<file path="src/rtl/ptts_pkg.sv">
// Shared types and constants of the periodic task tick scheduler.
// No dependencies.
package ptts_pkg;

	localparam int TASK_COUNT = 8;
	localparam int ID_W = (TASK_COUNT > 1) ? $clog2(TASK_COUNT) : 1;
	localparam int MASK_N = (TASK_COUNT < 8) ? TASK_COUNT : 8;

	localparam logic [2:0] CMD_INIT     = 3'd0;
	localparam logic [2:0] CMD_CREATE   = 3'd1;
	localparam logic [2:0] CMD_TICK     = 3'd2;
	localparam logic [2:0] CMD_WAKE     = 3'd3;
	localparam logic [2:0] CMD_SLEEP    = 3'd4;
	localparam logic [2:0] CMD_DISPATCH = 3'd5;

	localparam logic [1:0] ST_DONE    = 2'd0;
	localparam logic [1:0] ST_IGNORED = 2'd1;
	localparam logic [1:0] ST_EMPTY   = 2'd2;

	typedef struct packed {
		logic [2:0]  cmd;
		logic [2:0]  task_id;
		logic [15:0] period;
	} ptts_req_t;

	typedef struct packed {
		logic [1:0] status;
		logic [2:0] chosen_task;
		logic [7:0] due_mask;
		logic [7:0] pending_mask;
	} ptts_rsp_t;

endpackage

</file>
<file path="src/rtl/periodic_task_tick_scheduler_unit.sv">
// Periodic task tick scheduler, top level: request register, slot table, result register.
// Depends on ptts_pkg and ptts_slot_table.
//
//   channel | handshake            | payload
//   --------+----------------------+-------------------------------
//   req     | req_valid/req_ready  | ptts_req_t: cmd, task_id, period
//   rsp     | rsp_valid/rsp_ready  | ptts_rsp_t: status, chosen_task, masks
//
// One item per cycle while the result is not stalled; each item passes the request register, then the result register.
// The slot table executes the command combinationally between the request
// register and the result register, so the next item sees the updated slots.
// Reset clears created, pending and scan pointer; period and count need none.
// A stalled result holds the request stage; req_ready falls only when both are full.
module periodic_task_tick_scheduler_unit (
	input  logic                clk,
	input  logic                arst_n,
	input  logic                req_valid,
	output logic                req_ready,
	input  ptts_pkg::ptts_req_t req,
	output logic                rsp_valid,
	input  logic                rsp_ready,
	output ptts_pkg::ptts_rsp_t rsp
);

	ptts_pkg::ptts_req_t item_s1;
	logic                valid_s1;
	ptts_pkg::ptts_rsp_t rsp_q;
	logic                rsp_valid_q;
	ptts_pkg::ptts_rsp_t result;
	logic                adv;
	logic                req_fire;

	assign adv       = valid_s1 && (!rsp_valid_q || rsp_ready);
	assign req_ready = !valid_s1 || adv;
	assign req_fire  = req_valid && req_ready;

	ptts_slot_table u_table (
		.clk    (clk),
		.arst_n (arst_n),
		.fire   (adv),
		.item   (item_s1),
		.result (result)
	);

	always_ff @(posedge clk or negedge arst_n) begin
		if (!arst_n) begin
			valid_s1    <= 1'b0;
			rsp_valid_q <= 1'b0;
		end else begin
			valid_s1    <= req_fire || (valid_s1 && !adv);
			rsp_valid_q <= adv || (rsp_valid_q && !rsp_ready);
		end
	end

	always_ff @(posedge clk) begin
		if (req_fire) begin
			item_s1 <= req;
		end
		if (adv) begin
			rsp_q <= result;
		end
	end

	assign rsp_valid = rsp_valid_q;
	assign rsp       = rsp_q;

endmodule

</file>
<file path="src/rtl/ptts_rr_pick.sv">
// Round-robin pick of the first pending slot at or after the scan pointer, else the lowest pending slot.
// Depends on ptts_pkg.
module ptts_rr_pick (
	input  logic [ptts_pkg::TASK_COUNT-1:0] pending,
	input  logic [ptts_pkg::ID_W-1:0]       ptr,
	output logic                            found,
	output logic [ptts_pkg::ID_W-1:0]       idx
);

	logic                      hi_found;
	logic [ptts_pkg::ID_W-1:0] hi_idx;
	logic [ptts_pkg::ID_W-1:0] lo_idx;

	// walk downward so the lowest matching slot wins
	always_comb begin
		hi_found = 1'b0;
		hi_idx   = '0;
		lo_idx   = '0;
		for (int i = ptts_pkg::TASK_COUNT - 1; i >= 0; i--) begin
			if (pending[i]) begin
				lo_idx = ptts_pkg::ID_W'(i);
				if (i >= int'(ptr)) begin
					hi_found = 1'b1;
					hi_idx   = ptts_pkg::ID_W'(i);
				end
			end
		end
	end

	assign found = |pending;
	assign idx   = hi_found ? hi_idx : lo_idx;

endmodule

</file>
<file path="src/rtl/ptts_slot_table.sv">
// Task slot table: slot state, tick counters and command execution.
// Depends on ptts_pkg and ptts_rr_pick.
module ptts_slot_table (
	input  logic                clk,
	input  logic                arst_n,
	input  logic                fire,
	input  ptts_pkg::ptts_req_t item,
	output ptts_pkg::ptts_rsp_t result
);

	localparam int N = ptts_pkg::TASK_COUNT;
	localparam int W = ptts_pkg::ID_W;

	logic [N-1:0]  created_q;
	logic [N-1:0]  pending_q;
	logic [W-1:0]  ptr_q;
	logic [15:0]   period_q  [N];
	logic [15:0]   elapsed_q [N];

	logic [N-1:0]  created_d;
	logic [N-1:0]  pending_d;
	logic [W-1:0]  ptr_d;
	logic [16:0]   next_cnt  [N];
	logic [N-1:0]  due_hit;
	logic [N-1:0]  due_d;
	logic          create_en;
	logic          tick_en;
	logic          in_range;
	logic [W-1:0]  idx;
	logic [1:0]    status_d;
	logic [2:0]    chosen_d;
	logic          pick_found;
	logic [W-1:0]  pick_idx;

	assign in_range = 32'(item.task_id) < N;
	assign idx      = W'(32'(item.task_id));

	ptts_rr_pick u_pick (
		.pending (pending_q),
		.ptr     (ptr_q),
		.found   (pick_found),
		.idx     (pick_idx)
	);

	always_comb begin
		for (int i = 0; i < N; i++) begin
			next_cnt[i] = {1'b0, elapsed_q[i]} + 17'd1;
			due_hit[i]  = created_q[i] && (next_cnt[i] >= {1'b0, period_q[i]});
		end
	end

	always_comb begin
		created_d = created_q;
		pending_d = pending_q;
		ptr_d     = ptr_q;
		due_d     = '0;
		create_en = 1'b0;
		tick_en   = 1'b0;
		status_d  = ptts_pkg::ST_DONE;
		chosen_d  = '0;
		unique case (item.cmd)
			ptts_pkg::CMD_INIT: begin
				created_d = '0;
				pending_d = '0;
				ptr_d     = '0;
			end
			ptts_pkg::CMD_CREATE: begin
				if (!in_range || created_q[idx]) begin
					status_d = ptts_pkg::ST_IGNORED;
				end else begin
					created_d[idx] = 1'b1;
					pending_d[idx] = 1'b0;
					create_en      = 1'b1;
				end
			end
			ptts_pkg::CMD_TICK: begin
				tick_en   = 1'b1;
				due_d     = due_hit;
				pending_d = pending_q | due_hit;
			end
			ptts_pkg::CMD_WAKE: begin
				if (!in_range || !created_q[idx]) begin
					status_d = ptts_pkg::ST_IGNORED;
				end else begin
					pending_d[idx] = 1'b1;
				end
			end
			ptts_pkg::CMD_SLEEP: begin
				if (!in_range) begin
					status_d = ptts_pkg::ST_IGNORED;
				end else begin
					pending_d[idx] = 1'b0;
				end
			end
			ptts_pkg::CMD_DISPATCH: begin
				if (pick_found) begin
					pending_d[pick_idx] = 1'b0;
					chosen_d            = 3'(pick_idx);
					ptr_d = (pick_idx == W'(N - 1)) ? '0 : pick_idx + W'(1);
				end else begin
					status_d = ptts_pkg::ST_EMPTY;
				end
			end
			default: begin
				status_d = ptts_pkg::ST_IGNORED;
			end
		endcase
	end

	always_comb begin
		result              = '0;
		result.status       = status_d;
		result.chosen_task  = chosen_d;
		for (int i = 0; i < ptts_pkg::MASK_N; i++) begin
			result.due_mask[i]     = due_d[i];
			result.pending_mask[i] = pending_d[i];
		end
	end

	always_ff @(posedge clk or negedge arst_n) begin
		if (!arst_n) begin
			created_q <= '0;
			pending_q <= '0;
			ptr_q     <= '0;
		end else if (fire) begin
			created_q <= created_d;
			pending_q <= pending_d;
			ptr_q     <= ptr_d;
		end
	end

	// period and count are only read for created slots, so no reset
	always_ff @(posedge clk) begin
		for (int i = 0; i < N; i++) begin
			if (fire && create_en && (idx == W'(i))) begin
				period_q[i]  <= item.period;
				elapsed_q[i] <= '0;
			end else if (fire && tick_en && created_q[i]) begin
				elapsed_q[i] <= due_hit[i] ? 16'd0 : next_cnt[i][15:0];
			end
		end
	end

endmodule

</file>
<file path="config.mk">
export PLATFORM = sky130hd
export DESIGN_NAME = periodic_task_tick_scheduler_unit
export DESIGN_NICKNAME = d
export VERILOG_FILES = /design/src/rtl/ptts_pkg.sv /design/src/rtl/periodic_task_tick_scheduler_unit.sv /design/src/rtl/ptts_rr_pick.sv /design/src/rtl/ptts_slot_table.sv
export SDC_FILE = /design/constraint.sdc
export NUM_CORES = 1
export LEC_CHECK = 0
export ABC_CLOCK_PERIOD_IN_PS = 6400
export BUFFER_PORTS_ARGS = -buffer_cell sky130_fd_sc_hd__buf_4
export CAP_MARGIN = 20
export CORE_UTILIZATION = 50
export DETAILED_ROUTE_END_ITERATION = 8
export PLACE_DENSITY = 0.71
export SYNTH_ARGS = -nofsm -noshare
export SYNTH_HDL_FRONTEND = slang
export SYNTH_HIERARCHICAL = 1
export SYNTH_SLANG_ARGS = --single-unit
</file>
<file path="constraint.sdc">
create_clock -name clk -period 6.4 [get_ports clk]
set_clock_uncertainty 0.15 [all_clocks]
set_input_delay 1.92 -clock clk [delete_from_list [all_inputs] [get_ports clk]]
set_output_delay 1.92 -clock clk [all_outputs]
set_load 0.005 [all_outputs]
</file>
==> tab_implementation.tex <==
\begin{tabular}{lr}
\hline
Metric & Value \\
\hline
\multicolumn{2}{l}{\textbf{Clock network}} \\
Clock latency reported for the late side of the worst-skew pair & 520 ps \\
Clock tree from TritonCTS & yes \\
Clock transition at path regs & 60 ps \\
Largest buffer count on any clock path & 3 \\
CTS buffer count & 34 \\
Number of H-tree branching levels & 2 \\
Sink count of the clock tree & 320 \\
CTS root buffer & sky130\_fd\_sc\_hd\_\_clkbuf\_16 \\
Post-CTS Hold Fix Bufs & 0 \\
Post-CTS Setup Bufs & 0 \\
Resized cells post-CTS & 0 \\
\multicolumn{2}{l}{\textbf{Layout}} \\
P\&R area growth vs syn & 11.6\% \\
Ratio of cells with drive above 1 in the final layout & 0.0979 \\
Non-filler instance count after layout & 2031 \\
Antenna Diode Count & 0 \\
Final layout net count & 1722 \\
\multicolumn{2}{l}{\textbf{Yosys}} \\
Seq/Total Area, Yosys & 0.553 \\
Synth async-reset ratio & 0.0656 \\
Netlist area before placement & 17200 um2 \\
Synth cell types & 86 \\
Post-Syn Area per Cell & 11.6 um2 \\
Synth Register Bits & 320 \\
EDFF count, synth & 299 \\
Total number of yosys warnings & 6 \\
Most frequently used flop master after synthesis & sky130\_fd\_sc\_hd\_\_edfxtp\_1 \\
Total nets after synthesis & 1644 \\
Synth Instances & 1480 \\
\multicolumn{2}{l}{\textbf{Floorplan}} \\
Chip width & 187 um \\
Core outline area & 33700 um2 \\
Die area & 35100 um2 \\
Number of rows in the core area & 67 \\
Number of placed I/O pins & 49 \\
Die height & 187 um \\
Initial cell density of the core & 0.510 \\
\multicolumn{2}{l}{\textbf{STA}} \\
Worst slew pin tran & 1160 ps \\
Setup Total Neg Slack & 0 ps \\
Max-slew violation total from the final report & 0 \\
Final Cycle Share & 0.686 \\
Final setup vio count & 0 \\
Final hold violation count & 0 \\
RSZ-0062 raised after global routing & no \\
Setup WS post-layout & 2010 ps \\
Achievable clock frequency & 0.228 GHz \\
Fin crit period & 4390 ps \\
Worst slew margin relative to its limit & 0.223 \\
\multicolumn{2}{l}{\textbf{Global route}} \\
GRT overflow & 0 \\
Largest net degree at the start of global routing & 37 \\
First-pass GRT wire length & 59700 um \\
Antenna violations before repair & 2 \\
Combined global-route utilization of all metal layers & 0.220 \\
Number of global-route vias before repair & 11.0k \\
\multicolumn{2}{l}{\textbf{Power}} \\
Cell-internal power & 3.50 mW \\
Clock share of power & 0.429 \\
Part of the total power dissipated in sequential elements & 0.536 \\
Leakage power & 7.76 nW \\
Power Density & 233 nW/um2 \\
Net Sw Power & 975 uW \\
Fraction of power spent switching nets & 0.218 \\
Overall power consumption & 4.47 mW \\
Comb pwr share & 0.035 \\
Peak supply drop & 176 uV \\
\multicolumn{2}{l}{\textbf{Detailed routing}} \\
DRC violation total after the first TritonRoute iteration & 1068 \\
Number of detailed-routing iterations run before antenna repair & 5 \\
Number of antenna-violating nets in the routed design & 0 \\
Sum of routed wire length over all layers & 38200 um \\
Via Count & 11.4k \\
Average vias per placed instance & 5.63 \\
DRC violations left & 0 \\
Routed wire per std cell & 18.8 um \\
\multicolumn{2}{l}{\textbf{Min path}} \\
Number of instances on the worst hold path & 1 \\
Hold path endpoint & rsp\_valid\$\_DFF\_PN0\_ \\
HP Start & valid\_s1\$\_DFF\_PN0\_ \\
Type of the tightest min-delay check & flop to flop \\
\multicolumn{2}{l}{\textbf{Setup path}} \\
Worst reg2reg setup slack & 2270 ps \\
Master of the slowest instance on the critical path & sky130\_fd\_sc\_hd\_\_nand3b\_4 \\
Worst setup SP type & primary input \\
Crit Path Category & primary input to primary output \\
Launching point of the worst reg2reg path & u\_table/elapsed\_q[1][0]\$\_SDFFCE\_PP0P\_ \\
Required @ worst endpoint & 4330 ps \\
CP cell instances & buf\_4, nand3b\_4, buf\_4 \\
Data arrival at the endpoint of the critical path & 2320 ps \\
Cell repeated most along the worst path & sky130\_fd\_sc\_hd\_\_buf\_4 \\
Highest net fanout along the worst path & 3 \\
Endpoint class of the critical path & primary output \\
Cell count of the worst reg-to-reg path & 12 \\
Largest incremental delay on the critical path & 150 ps \\
Endpoint of the lowest-slack register-to-register path & u\_table/elapsed\_q[1][10]\$\_SDFFCE\_PP0P\_ \\
\multicolumn{2}{l}{\textbf{Run status}} \\
Result of the run & finished clean \\
\multicolumn{2}{l}{\textbf{Placed design}} \\
Quantity of I/O buffers inserted on ports & 48 \\
HPWL reported at the end of detailed placement & 26600 um \\
Placed Cells & 1967 \\
Worst setup timing slack at the placement stage & 1560 ps \\
Final Wtd Congestion & 0.892 \\
\multicolumn{2}{l}{\textbf{Flow run}} \\
Maximum capacitance violations & 0 \\
\hline
\end{tabular}
==> state kept, by name, indices dropped and copies added (netlist names) <==
| signal | flops |
|---|---|
| u_table/period_q | 128 |
| rsp | 21 |
| u_table/ptr_q | 3 |
| valid_s1 | 1 |
| u_table/elapsed_q | 128 |
| u_table/created_q | 8 |
| u_table/pending_q | 8 |
| rsp_valid | 1 |
| item_s1 | 22 |
==> cells in the mapped netlist (all sizes together), types with 4 or more instances <==
cell type,number,area share
nand2b,8,0.0029
o22ai,7,0.0025
or4,4,0.0017
o21ai,46,0.014
buf,9,0.0034
and4,10,0.0051
xor2,39,0.020
or2,4,0.0015
nor2b,121,0.045
edfxtp,299,0.52
a21oi,66,0.019
nor4,9,0.0041
a2111oi,7,0.0036
nand4,37,0.013
nand3b,4,0.0025
clkbuf,14,0.0044
nand3,64,0.019
o21bai,7,0.0031
nand2,85,0.019
ha,138,0.10
dfrtp,21,0.031
o211ai,5,0.0022
or3,6,0.0023
and2,8,0.0033
a21o,14,0.0063
nor2,83,0.018
mux2i,4,0.0023
nor3,32,0.010
and3,28,0.010
xnor2,73,0.037
inv,154,0.034
o21a,5,0.0022
o31ai,5,0.0022
a211oi,9,0.0039
==> per-stage QoR <==
step / area [um2] / utilization / hold slack [ps]
global route: 19200 / 0.570 / 427
detailed placement: 18100 / 0.537 / 393
global placement: 18100 / 0.537 / 373
floorplan: 17200 / - / 301
CTS: 19200 / 0.569 / 403
finish: 19200 / 0.570 / 403
==> layout make-up <==
cell class	instances	area, um2
multi-input cells	981	6970
well taps	448	561
flip-flops and latches	320	9500
inverters	156	586
clock buffers	46	927
fillers	2740	14500
clock inverters	15	158
repair buffers	65	489
==> power groups by stage <==
stage | Combinational, mW | Sequential, mW | Clock (mW)
after floorplan | 0.102 | 2.39 | 0
after global placement | 0.153 | 2.44 | 0
after detailed placement | 0.156 | 2.44 | 0
after CTS | 0.158 | 2.40 | 1.96
after global routing | 0.172 | 2.40 | 2.03
final | 0.158 | 2.40 | 1.92
==> cell families after synthesis <==
| kind of cell | Yosys count | share of synthesized area |
|---|---|---|
| and+or+nand+nor | 514 | 0.163 |
| DFF | 320 | 0.553 |
| AOI/OAI and AO/OA | 212 | 0.0807 |
| buffers and inverters | 179 | 0.0419 |
| adders and majority gates | 138 | 0.100 |
| xor gates and xnor gates | 112 | 0.0571 |
| muxes | 5 | 0.00364 |
==> cell usage in the layout (no fill, tap or decap), drive strengths merged, types with 64 or more instances in the layout <==
cell and count:
edfxtp 299, inv 159, ha 138, nor2b 121, nand2 85, nor2 83, xnor2 73, a21oi 66
buf 65, nand3 64
==> how the worst max path moves through the flow <==
stage | from | to | slack (ps) | cells after the start
2_1_floorplan | rsp_ready | u_table/elapsed_q[0][0]$_SDFFCE_PP0P_ | 970 | 7
6_report | rsp_ready | req_ready | 2010 | 3
3_5_place_dp | rsp_ready | u_table/period_q[1][3]$_DFFE_PP_ | 1560 | 6
5_1_grt | u_table/elapsed_q[1][0]$_SDFFCE_PP0P_ | u_table/elapsed_q[1][10]$_SDFFCE_PP0P_ | 1910 | 12
4_1_cts | rsp_ready | req_ready | 2010 | 3
3_3_place_gp | rsp_ready | u_table/period_q[1][10]$_DFFE_PP_ | 1630 | 6
==> worst max-delay path: cells and delay by family <==
kind,cells,cell delay (ps)
simple gates,1,150
buf+inv,2,250
==> layer usage <==
layer	track usage	part of all wire	wire length [um]	vias to the layer above
li1	-	-	-	5506
met5	0	0.00037	14	-
met3	0.0345	0.058	2220	85
met1	0.301	0.45	17200	5454
met4	0.0891	0.036	1360	2
met2	0.351	0.46	17400	387
(Power assumes the default switching activity.)
